File: config.mk
export PLATFORM = sky130hd
export DESIGN_NAME = priority_bitmap_ready_scheduler
export DESIGN_NICKNAME = d
export VERILOG_FILES = /design/src/hdl/pbrs_pkg.sv /design/src/hdl/pbrs_ctrl.sv /design/src/hdl/pbrs_dp.sv /design/src/hdl/priority_bitmap_ready_scheduler.sv
export SDC_FILE = /design/constraint.sdc
export NUM_CORES = 1
export LEC_CHECK = 0
export ABC_AREA = 0
export CAP_MARGIN = 20
export CELL_PAD_IN_SITES_DETAIL_PLACEMENT = 1
export CELL_PAD_IN_SITES_GLOBAL_PLACEMENT = 2
export CORE_MARGIN = 3
export CORE_UTILIZATION = 53
export CTS_CLUSTER_DIAMETER = 60
export DETAILED_ROUTE_END_ITERATION = 12
export DONT_BUFFER_PORTS = 1
export GPL_TIMING_DRIVEN = 0
export PLACE_DENSITY = 0.83
export SLEW_MARGIN = 20
export SYNTH_ARGS = -nofsm -noshare
export SYNTH_HDL_FRONTEND = slang
export SYNTH_SLANG_ARGS = --single-unit
File: constraint.sdc
create_clock -name clk -period 13.1 [get_ports clk]
set_input_delay 2.62 -clock clk [delete_from_list [all_inputs] [get_ports clk]]
set_output_delay 2.62 -clock clk [all_outputs]
set_load 0.01 [all_outputs]
File: src/hdl/pbrs_pkg.sv
// ----------------------------------------------------------------------------
// pbrs_pkg
// Shared types and codes for the bitmap priority ready-queue scheduler.
// ----------------------------------------------------------------------------
package pbrs_pkg;

	// Table sizes, matched to the 5-bit thread and priority fields.
	localparam int NUM_PRIORITIES = 32;
	localparam int NUM_THREADS    = 32;

	typedef enum logic [2:0] {
		FN_INSERT = 3'd0,
		FN_REMOVE = 3'd1,
		FN_SCHED  = 3'd2,
		FN_ENTER  = 3'd3,
		FN_EXIT   = 3'd4,
		FN_START  = 3'd5
	} func_t;

	localparam logic [1:0] KIND_TASK  = 2'd0;
	localparam logic [1:0] KIND_IRQ   = 2'd1;
	localparam logic [1:0] KIND_START = 2'd2;

	localparam logic [14:0] LOCK_MAX = 15'd32767;

	// Commands from the controller to the datapath.
	typedef struct packed {
		logic capture;  // latch the request
		logic rd;       // issue table reads for the latched request
		logic exec;     // perform the update and form the result
	} pbrs_cmd_t;

endpackage

File: src/hdl/pbrs_ctrl.sv
// ----------------------------------------------------------------------------
// pbrs_ctrl
// Sequencer: capture, table read, execute, result, then back to idle.
// ----------------------------------------------------------------------------
module pbrs_ctrl (
	input  logic                clk,
	input  logic                arst_n,
	input  logic                start,
	output logic                busy,
	output pbrs_pkg::pbrs_cmd_t cmd
);
	import pbrs_pkg::*;

	typedef enum logic [3:0] {
		ST_IDLE = 4'b0001,
		ST_RD   = 4'b0010,
		ST_EXEC = 4'b0100,
		ST_DONE = 4'b1000
	} state_t;

	state_t state_q, state_d;

	// Next state.
	always_comb begin
		state_d = state_q;
		unique case (state_q)
			ST_IDLE: if (start) state_d = ST_RD;
			ST_RD:   state_d = ST_EXEC;
			ST_EXEC: state_d = ST_DONE;
			ST_DONE: state_d = ST_IDLE;
			default: state_d = ST_IDLE;
		endcase
	end

	always_ff @(posedge clk or negedge arst_n) begin
		if (!arst_n) state_q <= ST_IDLE;
		else         state_q <= state_d;
	end

	assign busy        = (state_q != ST_IDLE);
	assign cmd.capture = (state_q == ST_IDLE) && start;
	assign cmd.rd      = (state_q == ST_RD);
	assign cmd.exec    = (state_q == ST_EXEC);
endmodule

File: src/hdl/pbrs_dp.sv
// ----------------------------------------------------------------------------
// pbrs_dp
// Datapath: link tables, ready bitmap, running thread and lock depth.
// ----------------------------------------------------------------------------
module pbrs_dp (
	input  logic                clk,
	input  logic                arst_n,
	input  pbrs_pkg::pbrs_cmd_t cmd,
	input  logic [2:0]          func,
	input  logic [4:0]          thread_id,
	input  logic [4:0]          priority_req,
	input  logic                in_interrupt,
	output logic                done,
	output logic                switched,
	output logic [1:0]          switch_kind,
	output logic                from_valid,
	output logic [4:0]          old_thread,
	output logic [4:0]          new_thread,
	output logic [4:0]          to_priority,
	output logic [31:0]         ready_bits,
	output logic [14:0]         lock_level,
	output logic                status
);
	import pbrs_pkg::*;

	localparam int PW = (NUM_PRIORITIES > 1) ? $clog2(NUM_PRIORITIES) : 1;
	localparam int TW = (NUM_THREADS > 1) ? $clog2(NUM_THREADS) : 1;

	// Tables, contents undefined until written.
	logic [TW-1:0] head_mem [NUM_PRIORITIES];
	logic [TW-1:0] tail_mem [NUM_PRIORITIES];
	logic [TW-1:0] next_mem [NUM_THREADS];
	logic [TW-1:0] prev_mem [NUM_THREADS];
	logic [PW-1:0] prio_mem [NUM_THREADS];

	logic [NUM_THREADS-1:0]    queued_q;
	logic [NUM_PRIORITIES-1:0] ready_q;
	logic [TW-1:0]             run_thr_q;
	logic                      run_valid_q;
	logic [14:0]               lock_q;

	// Latched request.
	logic [2:0]    func_q;
	logic [4:0]    tid_q, prq_q;
	logic          irq_q;
	logic [PW-1:0] tp_q;

	// The thread's own priority is read as the request is taken, so that the
	// head and tail of its queue can be read in the next step.
	always_ff @(posedge clk) begin
		if (cmd.capture) begin
			func_q <= func;
			tid_q  <= thread_id;
			prq_q  <= priority_req;
			irq_q  <= in_interrupt;
			tp_q   <= prio_mem[thread_id[TW-1:0]];
		end
	end

	logic          tid_ok, prq_ok;
	logic [TW-1:0] tid_n;
	logic [PW-1:0] prq_n;
	assign tid_ok = ({27'd0, tid_q} < 32'(NUM_THREADS));
	assign prq_ok = ({27'd0, prq_q} < 32'(NUM_PRIORITIES));
	assign tid_n  = tid_q[TW-1:0];
	assign prq_n  = prq_q[PW-1:0];

	// Lowest set bit of the ready bitmap.
	logic [PW-1:0] best_p;
	always_comb begin
		best_p = '0;
		for (int i = NUM_PRIORITIES - 1; i >= 0; i--)
			if (ready_q[i]) best_p = PW'(i);
	end

	// Table read step: the thread's links, its queue's head and tail, the
	// tail of the insert priority and the best head.
	logic [TW-1:0] nx_q, pv_q, ins_tail_q, best_head_q, rm_head_q, rm_tail_q;
	logic [PW-1:0] best_p_q;
	always_ff @(posedge clk) begin
		if (cmd.rd) begin
			nx_q        <= next_mem[tid_n];
			pv_q        <= prev_mem[tid_n];
			ins_tail_q  <= tail_mem[prq_n];
			best_head_q <= head_mem[best_p];
			best_p_q    <= best_p;
			rm_head_q   <= head_mem[tp_q];
			rm_tail_q   <= tail_mem[tp_q];
		end
	end

	// Lock depth after enter or exit.
	logic [14:0] lock_n;
	always_comb begin
		lock_n = lock_q;
		if (func_q == FN_ENTER && lock_q != LOCK_MAX) lock_n = lock_q + 15'd1;
		if (func_q == FN_EXIT && lock_q != 15'd0)     lock_n = lock_q - 15'd1;
	end

	logic fn_ins, fn_rem, fn_sch, fn_st, bad_fn, ins_ok, rem_ok, is_h, is_t;
	logic sch_go, sw;
	assign fn_ins = (func_q == FN_INSERT);
	assign fn_rem = (func_q == FN_REMOVE);
	assign fn_sch = (func_q == FN_SCHED) || (func_q == FN_EXIT);
	assign fn_st  = (func_q == FN_START);
	assign bad_fn = (func_q > FN_START);
	assign ins_ok = fn_ins && tid_ok && prq_ok && !queued_q[tid_n];
	assign rem_ok = fn_rem && tid_ok && queued_q[tid_n];
	assign is_h   = (rm_head_q == tid_n);
	assign is_t   = (rm_tail_q == tid_n);
	assign sch_go = fn_sch && (lock_n == 15'd0) && (ready_q != '0)
		&& !(run_valid_q && best_head_q == run_thr_q);
	assign sw     = sch_go || (fn_st && ready_q != '0);

	// Table and state updates.
	always_ff @(posedge clk) begin
		if (cmd.exec) begin
			if (ins_ok) begin
				if (!ready_q[prq_n]) head_mem[prq_n] <= tid_n;
				else begin
					next_mem[ins_tail_q] <= tid_n;
					prev_mem[tid_n]      <= ins_tail_q;
				end
				tail_mem[prq_n] <= tid_n;
				prio_mem[tid_n] <= prq_n;
			end
			if (rem_ok && !(is_h && is_t)) begin
				if (is_h) head_mem[tp_q] <= nx_q;
				else      next_mem[pv_q] <= nx_q;
				if (is_t) tail_mem[tp_q] <= pv_q;
				else      prev_mem[nx_q] <= pv_q;
			end
		end
	end

	always_ff @(posedge clk or negedge arst_n) begin
		if (!arst_n) begin
			queued_q    <= '0;
			ready_q     <= '0;
			run_thr_q   <= '0;
			run_valid_q <= 1'b0;
			lock_q      <= '0;
			done        <= 1'b0;
		end else begin
			done <= cmd.exec;
			if (cmd.exec) begin
				lock_q <= lock_n;
				if (ins_ok) begin
					queued_q[tid_n] <= 1'b1;
					ready_q[prq_n]  <= 1'b1;
				end
				if (rem_ok) begin
					queued_q[tid_n] <= 1'b0;
					if (is_h && is_t) ready_q[tp_q] <= 1'b0;
				end
				if (sw) begin
					run_thr_q   <= best_head_q;
					run_valid_q <= 1'b1;
				end
			end
		end
	end

	// Result register.
	logic [NUM_PRIORITIES-1:0] ready_next;
	always_comb begin
		ready_next = ready_q;
		if (ins_ok) ready_next[prq_n] = 1'b1;
		if (rem_ok && is_h && is_t) ready_next[tp_q] = 1'b0;
	end

	always_ff @(posedge clk) begin
		if (cmd.exec) begin
			switched    <= sw;
			switch_kind <= !sw ? KIND_TASK : fn_st ? KIND_START
				: irq_q ? KIND_IRQ : KIND_TASK;
			from_valid  <= sch_go && run_valid_q;
			old_thread  <= (sch_go && run_valid_q) ? 5'(run_thr_q) : 5'd0;
			new_thread  <= sw ? 5'(best_head_q) : 5'd0;
			to_priority <= sw ? 5'(best_p_q) : 5'd0;
			ready_bits  <= 32'(ready_next);
			lock_level  <= lock_n;
			status      <= bad_fn || (fn_ins && !ins_ok) || (fn_rem && !rem_ok);
		end
	end
endmodule

File: src/hdl/priority_bitmap_ready_scheduler.sv
// ----------------------------------------------------------------------------
// priority_bitmap_ready_scheduler
// Ready-queue scheduler with per-priority FIFOs and a ready bitmap.
// ----------------------------------------------------------------------------
// Usage: drive func, thread_id, priority_req and in_interrupt and raise start
// while busy is low; the command item is taken at that edge. busy then stays
// high through the table read, execute and result steps. Exactly one result
// follows per item: after the table read and execute steps, done is high for
// one cycle with switched, kind, old and new thread, priority, ready bitmap,
// lock level and status on the result ports. busy falls together with done,
// so the block takes no new item before the last one's result is out; this
// is set by the sequencer's capture, table read, execute and result steps.
// Results cannot be held off by the receiver and must be taken on the strobe.
// Reset clears the ready bitmap, queued flags, lock depth and running thread;
// the link tables need no clearing, as they are only read behind a set ready
// or queued bit.
// ----------------------------------------------------------------------------
module priority_bitmap_ready_scheduler (
	input  logic        clk,
	input  logic        arst_n,
	input  logic        start,
	output logic        busy,
	input  logic [2:0]  func,
	input  logic [4:0]  thread_id,
	input  logic [4:0]  priority_req,
	input  logic        in_interrupt,
	output logic        done,
	output logic        switched,
	output logic [1:0]  switch_kind,
	output logic        from_valid,
	output logic [4:0]  old_thread,
	output logic [4:0]  new_thread,
	output logic [4:0]  to_priority,
	output logic [31:0] ready_bits,
	output logic [14:0] lock_level,
	output logic        status
);
	import pbrs_pkg::*;

	pbrs_cmd_t cmd;

	// Sequencer.
	pbrs_ctrl u_ctrl (
		.clk    (clk),
		.arst_n (arst_n),
		.start  (start),
		.busy   (busy),
		.cmd    (cmd)
	);

	// Tables and state.
	pbrs_dp u_dp (
		.clk          (clk),
		.arst_n       (arst_n),
		.cmd          (cmd),
		.func         (func),
		.thread_id    (thread_id),
		.priority_req (priority_req),
		.in_interrupt (in_interrupt),
		.done         (done),
		.switched     (switched),
		.switch_kind  (switch_kind),
		.from_valid   (from_valid),
		.old_thread   (old_thread),
		.new_thread   (new_thread),
		.to_priority  (to_priority),
		.ready_bits   (ready_bits),
		.lock_level   (lock_level),
		.status       (status)
	);
endmodule

# After elaboration in Yosys (flattened, before gate mapping)
# Memory sizes are Yosys's and may differ from the RTL's. A register that Yosys moved wholly into a read port is not among the register bits.
# Index checks and enable logic that the tools add are counted.
# word_totals
mem_bits_ro,0
n_memories,5
input_bits,17
output_inout_bits,69
reg_bits,176
latch_bits,0
elab_cells,192
ramBits,800
# memory_table
memory,words,width,rd,rd_clocked_by_memory_dff,wr,line,text
u_dp.head_mem,32,5,2,2,1,pbrs_dp.sv:30,logic [TW-1:0] head_mem [NUM_PRIORITIES];
u_dp.next_mem,32,5,1,1,1,pbrs_dp.sv:32,logic [TW-1:0] next_mem [NUM_THREADS];
u_dp.prev_mem,32,5,1,1,1,pbrs_dp.sv:33,logic [TW-1:0] prev_mem [NUM_THREADS];
u_dp.prio_mem,32,5,1,1,1,pbrs_dp.sv:34,logic [PW-1:0] prio_mem [NUM_THREADS];
u_dp.tail_mem,32,5,2,2,1,pbrs_dp.sv:31,logic [TW-1:0] tail_mem [NUM_PRIORITIES];
# op_classes
div_mod_pow,0
add_sub_neg,2
mux,95
n_eq_ne,14
n_shift,0
bitwise,8
n_reduce_logical,39
multipliers,0
magnitude_cmp,7
# ops
op,n
$mux W32,8
$mux W5,40
$and A32 B32 Y32,3
$not A32 Y32,2
$or A32 B32 Y32,2
$mux W1,37
$reduce_bool A32 Y1,1
$mux W15,2
$logic_and A1 B1 Y1,20
$reduce_or A5 Y1,4
$lt A5 B6 Y1 const B,3
$add A15 B1 Y15 const B,1
$demux W1 S5,3
$eq A5 B5 Y1,3
$ge A5 B1 Y1 const B,3
$logic_not A15 Y1,1
$ne A15 B15 Y1 const B,1
$reduce_bool A15 Y1,1
$sub A15 B1 Y15 const B,1
$pmux W4 S3,1
$bmux W1 S5,2
$eq A3 B2 Y1 const B,2
$eq A3 B3 Y1 const B,2
$logic_not A1 Y1,5
14 further kinds,17

# Logic depth before layout (Yosys ltp)
# Gate-level depths: netlist (run 1).
# depth
depth_word,32
ltp_mapped,13
depth_no_buf,11

# Modules after synthesis
# From an unflattened synthesis (run 1), not the netlist that was laid out.
# hier_totals
hier_cells,2618
hier_area_um2,43860.8
# modules_own_cells
mod,seq_area_each_um2,n_inst,area_each_um2,cells_per_inst
pbrs_dp,29808.6,1,43668.1,2600
pbrs_ctrl,101.3,1,192.7,18

# Worst setup path after synthesis (run 1)
# No wires, ideal clock.
# synth_timing
path_kind,in2reg
start,input port thread_id[0]
end,"register u_dp.tp_q[0] (read register of u_dp.prio_mem), data pin"
path_buffers,2
required_time_ns,12.840
cell_stages,5
t_arrival_ns,4.554
path_slack_ns,8.286
cell_sequence,clkbuf_1 -> buf_1 -> mux4_2 -> mux4_2 -> mux2_2
# synth_lines
item,line,text
"start, declared",priority_bitmap_ready_scheduler.sv:24,"input logic [4:0] thread_id,"
"end, declared",pbrs_dp.sv:46,logic [PW-1:0] tp_q;

# Final worst setup path (run 1)
# layout_timing
start,register u_dp.tid_q[4] (netlist: u_dp.tid_n[4])
end,"memory u_dp.head_mem[9][3] (netlist name), enable pin"
# layout_between
elab_chain_len,9
elab_cells_between_ends,20
cone_classes,eq/ne (2); mux (11); reduce/logical (7)
# layout_lines
item,line,text
"start, declared",pbrs_dp.sv:44,"logic [4:0] tid_q, prq_q;"
"start signal, assigned",pbrs_dp.sv:53,tid_q <= thread_id;
$bmux W1 S5 (tied with other cells),"pbrs_dp.sv:107, pbrs_dp.sv:108",
$mux W1 (not written as such) or $logic_and A1 B1 Y1 (tied branches),"pbrs_dp.sv:107, pbrs_dp.sv:108, pbrs_dp.sv:127",
$logic_and A1 B1 Y1 or $logic_not A1 Y1 (tied branches),"pbrs_dp.sv:108, pbrs_dp.sv:127",
$logic_and A1 B1 Y1,pbrs_dp.sv:127,if (rem_ok && !(is_h && is_t)) begin
$mux W1,pbrs_dp.sv:127,
$mux W1,pbrs_dp.sv:117,if (cmd.exec) begin
$mux W1 (not written as such),pbrs_dp.sv:128,if (is_h) head_mem[tp_q] <= nx_q;
$reduce_or A5 Y1 (no line),--,
$mux W5 (no line) or $mux W1 (tied branches),--,
"end, declared",pbrs_dp.sv:30,
# Several ways; a longest one is shown, not always the timed one. The select of a mux whose other input is x is not followed.

==> impl_metrics.toml, run 1 <==
[synth]
ys_seq_area_share_pct = 68.8
syn_area_per_cell_um2 = 17.4
syn_area_mm2 = 0.0434
synth_nets = 2513
yosys.cell_types.count = 77
netlist_instances = 2493
synth_edf_count = 921
ys_seq_elements = 1011
yosysWarnings = 0
synthFlopType = "edfxtp_1"
synthArstFlopShare_pct = 8.90

[status]
status = "finished clean"

[die]
initial_core_util_pct = 53.8
core.rowCount = 104
die_h_um = 292
coreArea_mm2 = 0.0808
dieWidth_um = 292
io_pins = 86
fp.dieArea_mm2 = 0.0854

[global_routing]
grt_pass1_vias = 27200
grt_pass1_wl_um = 192000
antenna_found_initial = 4
grt_overflow_total = 0
grt_start_max_net_pins = 91
track_usage_pct = 30.8

[finish]
final_common_cell = "edfxtp_1"
num-nets-final = 2649
drive_above_1_share_pct = 22.0
areaGrowthSynthToFinish_pct = 12.6
final_cell_mix = "edfxtp_1, mux4_2, nor2_1"

[clock_tree]
cts_tree = "done"
cts-root-buf = "clkbuf_16"
cts_setup_buffers = 0
cts.clk_slew.worst_paths_ps = 60
cts_buffer_depth = 3
cts_hold_buf = 0
clock-sinks = 1011
cts_made_buffers = 109
htreeDepth = 3
cts_resized = 0
clkLatencyLatePin_ps = 690

[route]
firstDrtPassIters = 6
ant_nets = 0
drc_errors = 0
routed_wl_um = 131000
vias_per_cell = 6.94
avgRoutedWirePerCell_um = 34.6
drt-initial-drc-count = 3174
dr_total_vias = 26300

[timing]
rsz0062_at_grt = "false"
layout_setup_ws_ps = 7100
finClkSkew_ps = 25.5
fin_crit_ps = 6000
tns_ps = 0
finalSetupViolations = 0
worstMarginPinSlew_ps = 1260
maxSlewHeadroom_pct = 16.1
fmax_mhz = 167
drv_slew = 0
hold_viol = 0
timing.final.crit_share_pct = 45.8

[placement]
dp_hpwl_um = 90700
place_ws_ps = 7250
gp_congestion = 0.929
portBuffers = 0

[hold_path]
min_path_cells = 1
hold_end = "u_dp.queued_q[18]"
hold_class = "register to register"
hold_path_startpoint = "u_dp.queued_q[18]"

[setup_path]
end_kind = "register"
crit_type = "register to register"
reg2reg_depth = 10
path_cells = "clkbuf_1 -> nor3b_1 -> a22oi_1 -> nand4_1 -> nor3b_1 -> nand2_1 -> nor2_2 -> buf_2 -> mux2i_1 -> nor2_1"
required_ps = 13470
cp_top_family = "simple AND/OR/NAND/NOR gates"
crit_top_cell = "nor3b_1"
worstSetupStartpointType = "register"
rrSetupSlack_ps = 7100
cp_max_fo = 10
cp.buffers_inverters = 2
critPathMaxStageDelay_ps = 1100
r2r_end = "u_dp.head_mem[9][3]"
crit_arrival_ps = 6370
slowest_stage = "nor3b_1"
r2r_start = "u_dp.tid_n[4]"

[power_and_ir_drop]
leakagePower_nw = 15.6
p_per_area_mw_per_mm2 = 175
ir_drop_v = 0.000133

[flow_run]
cap_viol_max_count = 0
==> state kept, by name (all words and copies together) (netlist names), 15 cells and up <==
| signal | cells |
|---|---|
| u_dp.head_mem | 160 |
| u_dp.lock_level | 15 |
| u_dp.lock_q | 15 |
| u_dp.next_mem | 160 |
| u_dp.prev_mem | 160 |
| u_dp.prio_mem | 160 |
| u_dp.queued_q | 32 |
| u_dp.ready_bits | 32 |
| u_dp.ready_q | 32 |
| u_dp.tail_mem | 160 |
==> synth_stat cells (all sizes together), types with 20 or more instances <==
cell	number	share of area (%)
nor3	29	0.35
and3	20	0.31
edfxtp	921	64
nor2	228	2.0
nor4	22	0.40
xnor2	20	0.40
clkbuf	97	0.84
dfrtp	89	5.1
inv	24	0.21
buf	59	0.67
nand2	75	0.65
o22a	24	0.48
nor2b	24	0.35
a22oi	117	2.0
a21oi	154	1.8
mux2i	63	1.5
mux2	25	0.69
nand4	25	0.36
mux4	287	15
==> how the worst max path moves through the flow <==
stage | from | endpoint | cells past startpoint
finish | u_dp.tid_n[4] | u_dp.head_mem[9][3] | 10
global route | u_dp.tid_n[4] | u_dp.next_mem[4][4] | 10
CTS | u_dp.tid_n[4] | u_dp.head_mem[9][3] | 10
detailed placement | u_dp.tid_n[4] | u_dp.head_mem[9][3] | 10
global placement | u_ctrl.state_q[3] | u_dp.rm_head_q[1] | 1
floorplan | thread_id[0] | u_dp.tp_q[0] | 5
==> worst register-to-register path, delay by kind of cell, from the launching register on <==
| family | cells | cell delay, ps |
|---|---|---|
| AO/OA/AOI/OAI | 1 | 270 |
| multiplexers | 1 | 660 |
| AND/OR/NAND/NOR | 6 | 3520 |
| flip-flops | 1 | 440 |
| buffers and inverters | 2 | 810 |
==> through the flow <==
stage | area [um^2] | power [mW] | cells | hold WS, ps | util, %
after floorplan | 43400 | 4.77 | 2493 | 438 | -
after detailed placement | 45100 | 5.39 | 3573 | 502 | 55.8
after global placement | 44800 | 5.34 | 3553 | 456 | 55.4
final | 48900 | 8.54 | 3786 | 515 | 60.5
after CTS | 48800 | 8.53 | 3779 | 517 | 60.4
after global routing | 48900 | 8.78 | 3785 | 532 | 60.5
==> layer usage <==
metal | wire, um | share of wire, % | track usage (%) | vias up
met3 | 12400 | 9.5 | 5.83 | 297
met2 | 62700 | 48 | 49.4 | 1559
li1 | - | - | - | 10500
met4 | 5300 | 4.1 | 11.6 | 0
met5 | 0 | 0 | 0 | -
met1 | 50400 | 38 | 42.7 | 13900
==> kinds of logic (layout without fill, tap and decap cells) <==
| logic type | count (synthesis) | count (layout) | share of synthesized area (%) |
|---|---|---|---|
| buffers and inverters | 180 | 411 | 1.72 |
| XOR/XNOR | 35 | 35 | 0.706 |
| AND/OR/NAND/NOR | 505 | 505 | 5.76 |
| adder cells (fa/ha/maj) | 3 | 3 | 0.0864 |
| AO/OA/AOI/OAI | 384 | 384 | 5.86 |
| other | 0 | 2 | 0 |
| multiplexers | 375 | 375 | 17.0 |
| flip-flops | 1011 | 1011 | 68.8 |
==> where the power goes <==
part / switching (mW) / internal, mW
clock: 1.32 / 1.86
sequential: 0.0758 / 3.73
combinational: 1.03 / 0.525
==> final cells by class <==
type,count,area (um^2)
antenna,2,5.00
buffer,156,678
clock buffer,144,2920
clock inverter,62,778
fill,6999,31900
inverter,24,90.1
multi-input combinational,1302,12900
sequential,1011,29900
tap,1060,1330
timing repair buffer,25,263
(Power assumes the default switching activity.)
==> run 2: changes to the inputs <==
- CORE_UTILIZATION: 53 -> 49
- PLACE_DENSITY: 0.83 -> 0.77
- clock period: 13.1 -> 6.1 ns (I/O delays scaled with it)
==> run 2 against run 1 <==
Effect of this change:
- critical path depth stayed put
- die area up 8.0%
- power grew 110%
- sequential power rose by 110%
- non-clock buffer count is 7 higher
- register-to-register slack got worse by 6900 ps
- combinational power up 120%
- core utilization is 4.4 points lower
- clock-buffer cell count shrank 8
- clock power grew 110%
- critical path type unchanged
- largest power group unchanged
==> impl_metrics.toml, run 2 (same netlist as run 1, synthesis figures left out) <==
[placement]
portBuffers = 0
place_ws_ps = 458
dp_hpwl_um = 91400
place_area_mm2 = 0.0453
gp_congestion = 0.916
post-place-cells = 3672

[flow_run]
cap_viol_max_count = 0

[global_routing]
grt_overflow_total = 0
antenna_found_initial = 1
grt_start_max_net_pins = 91
track_usage_pct = 28.2
grt_pass1_wl_um = 190000
grt_pass1_vias = 26300

[finish]
instances_no_fill = 3882
fin_area_mm2 = 0.0490
areaGrowthSynthToFinish_pct = 12.7
drive_above_1_share_pct = 21.6
final_cell_mix = "edfxtp_1, mux4_2, nor2_1"
diodes = 0
seqCellArea_mm2 = 0.0299
n_fill_cell = 7902
num-nets-final = 2655
final_util_pct = 56.1
final_common_cell = "edfxtp_1"
multi_input_area_mm2 = 0.0129

[route]
firstDrtPassIters = 6
ant_nets = 0
drc_errors = 0
dr_total_vias = 25800
vias_per_cell = 6.64
routed_wl_um = 131000
avgRoutedWirePerCell_um = 33.7
drt-initial-drc-count = 3251

[status]
status = "finished clean"

[setup_path]
cp_max_fo = 10
worstSetupStartpointType = "register"
slowest_stage = "nor3b_1"
end_kind = "register"
cp.buffers_inverters = 2
crit_top_cell = "nor3b_1"
crit_arrival_ps = 6300
cp.depth = 10
startpoint = "u_dp.tid_n[2]"
path_cells = "clkbuf_1 -> nor3b_1 -> a22oi_1 -> nand4_1 -> nor3b_1 -> nand2_1 -> nor2_2 -> buf_2 -> mux2i_1 -> nor2_1"
r2r_start = "u_dp.tid_n[2]"
cp_top_family = "simple AND/OR/NAND/NOR gates"
required_ps = 6460
crit_type = "register to register"
reg2reg_depth = 10
critPathMaxStageDelay_ps = 970

[timing]
rsz0062_at_grt = "false"
layout_setup_ws_ps = 162
fmax_mhz = 168
tns_ps = 0
finClkSkew_ps = 34.0
drv_slew = 0
timing.final.crit_share_pct = 97.3
hold_viol = 0
maxSlewHeadroom_pct = 19.3
whs_ps = 226
fin_crit_ps = 5940
finalSetupViolations = 0
worstMarginPinSlew_ps = 1210

[die]
dieWidth_um = 304
fp.dieArea_mm2 = 0.0923
core.rowCount = 108
coreArea_mm2 = 0.0873
io_pins = 86
die_h_um = 304
initial_core_util_pct = 49.8

[clock_tree]
htreeDepth = 3
clkLatencyLatePin_ps = 700
cts_setup_buffers = 0
cts-root-buf = "clkbuf_16"
clock-sinks = 1011
cts_buffer_depth = 3
cts_made_buffers = 108
cts_tree = "done"
cts.clk_slew.worst_paths_ps = 60

[power_and_ir_drop]
power_mw = 18.2
ir_drop_v = 0.000231
p_per_area_mw_per_mm2 = 372
leakagePower_nw = 15.6

[hold_path]
hold_class = "input pin to async pin"
[run 2: changes by cell type in the layout (fill, tap and decap cells not counted), sizes merged]
| cell | before | now |
|---|---|---|
| clkinvlp | 7 | 2 |
| buf | 78 | 88 |
| clkbuf | 247 | 236 |
| clkinv | 32 | 41 |
| diode | 2 | 0 |
[run 2: report_power, final]
group,switching (mW),leakage (nW),internal (mW)
clock,2.78,1.74,3.91
sequential,0.160,9.52,8.00
combinational,2.24,4.31,1.14
[run 2: worst paths after layout]
check                                            to  slack (ps)
worst max-delay path            u_dp.head_mem[9][0]         160
worst min-delay path              u_dp.queued_q[10]         230
worst min register to register    u_dp.queued_q[24]         510
worst max register to register  u_dp.head_mem[9][0]         160
max in group asynchronous         u_ctrl.state_q[0]        5670
min in group clk                  u_dp.queued_q[24]         510
[run 2: area by class of cell]
class                           count  area share (%)
Clock buffer                      136            5.79
Timing Repair Buffer               32           0.697
Buffer                            156            1.38
Multi-Input combinational cell   1302            26.4
Tap cell                         1155            2.95
Inverter                           24           0.184
Clock inverter                     66            1.56
Sequential cell                  1011            61.1
[run 2: worst register-to-register path: cells and delay by family (launching register included)]
| family | cells | cell delay (ps) |
|---|---|---|
| and+or+nand+nor | 6 | 3570 |
| muxes | 1 | 700 |
| buffers and inverters | 2 | 770 |
| DFF | 1 | 420 |
| AOI/OAI and AO/OA | 1 | 160 |
[run 2: per-layer routing]
metal  vias to the layer above  share of wire (%)  track usage (%)
li1                      10500                  -                -
met1                     13800                 41             39.9
met2                      1252                 48             45.3
met3                       234                7.9             4.93
met4                         0                2.9             8.42
met5                         -                  0                0
[run 2: timing repair]
item | 4_1_cts | 5_1_grt
hold buffers | 0 | 0
resized for setup | 0 | 1
endpoints found under the setup margin | 0 | 20
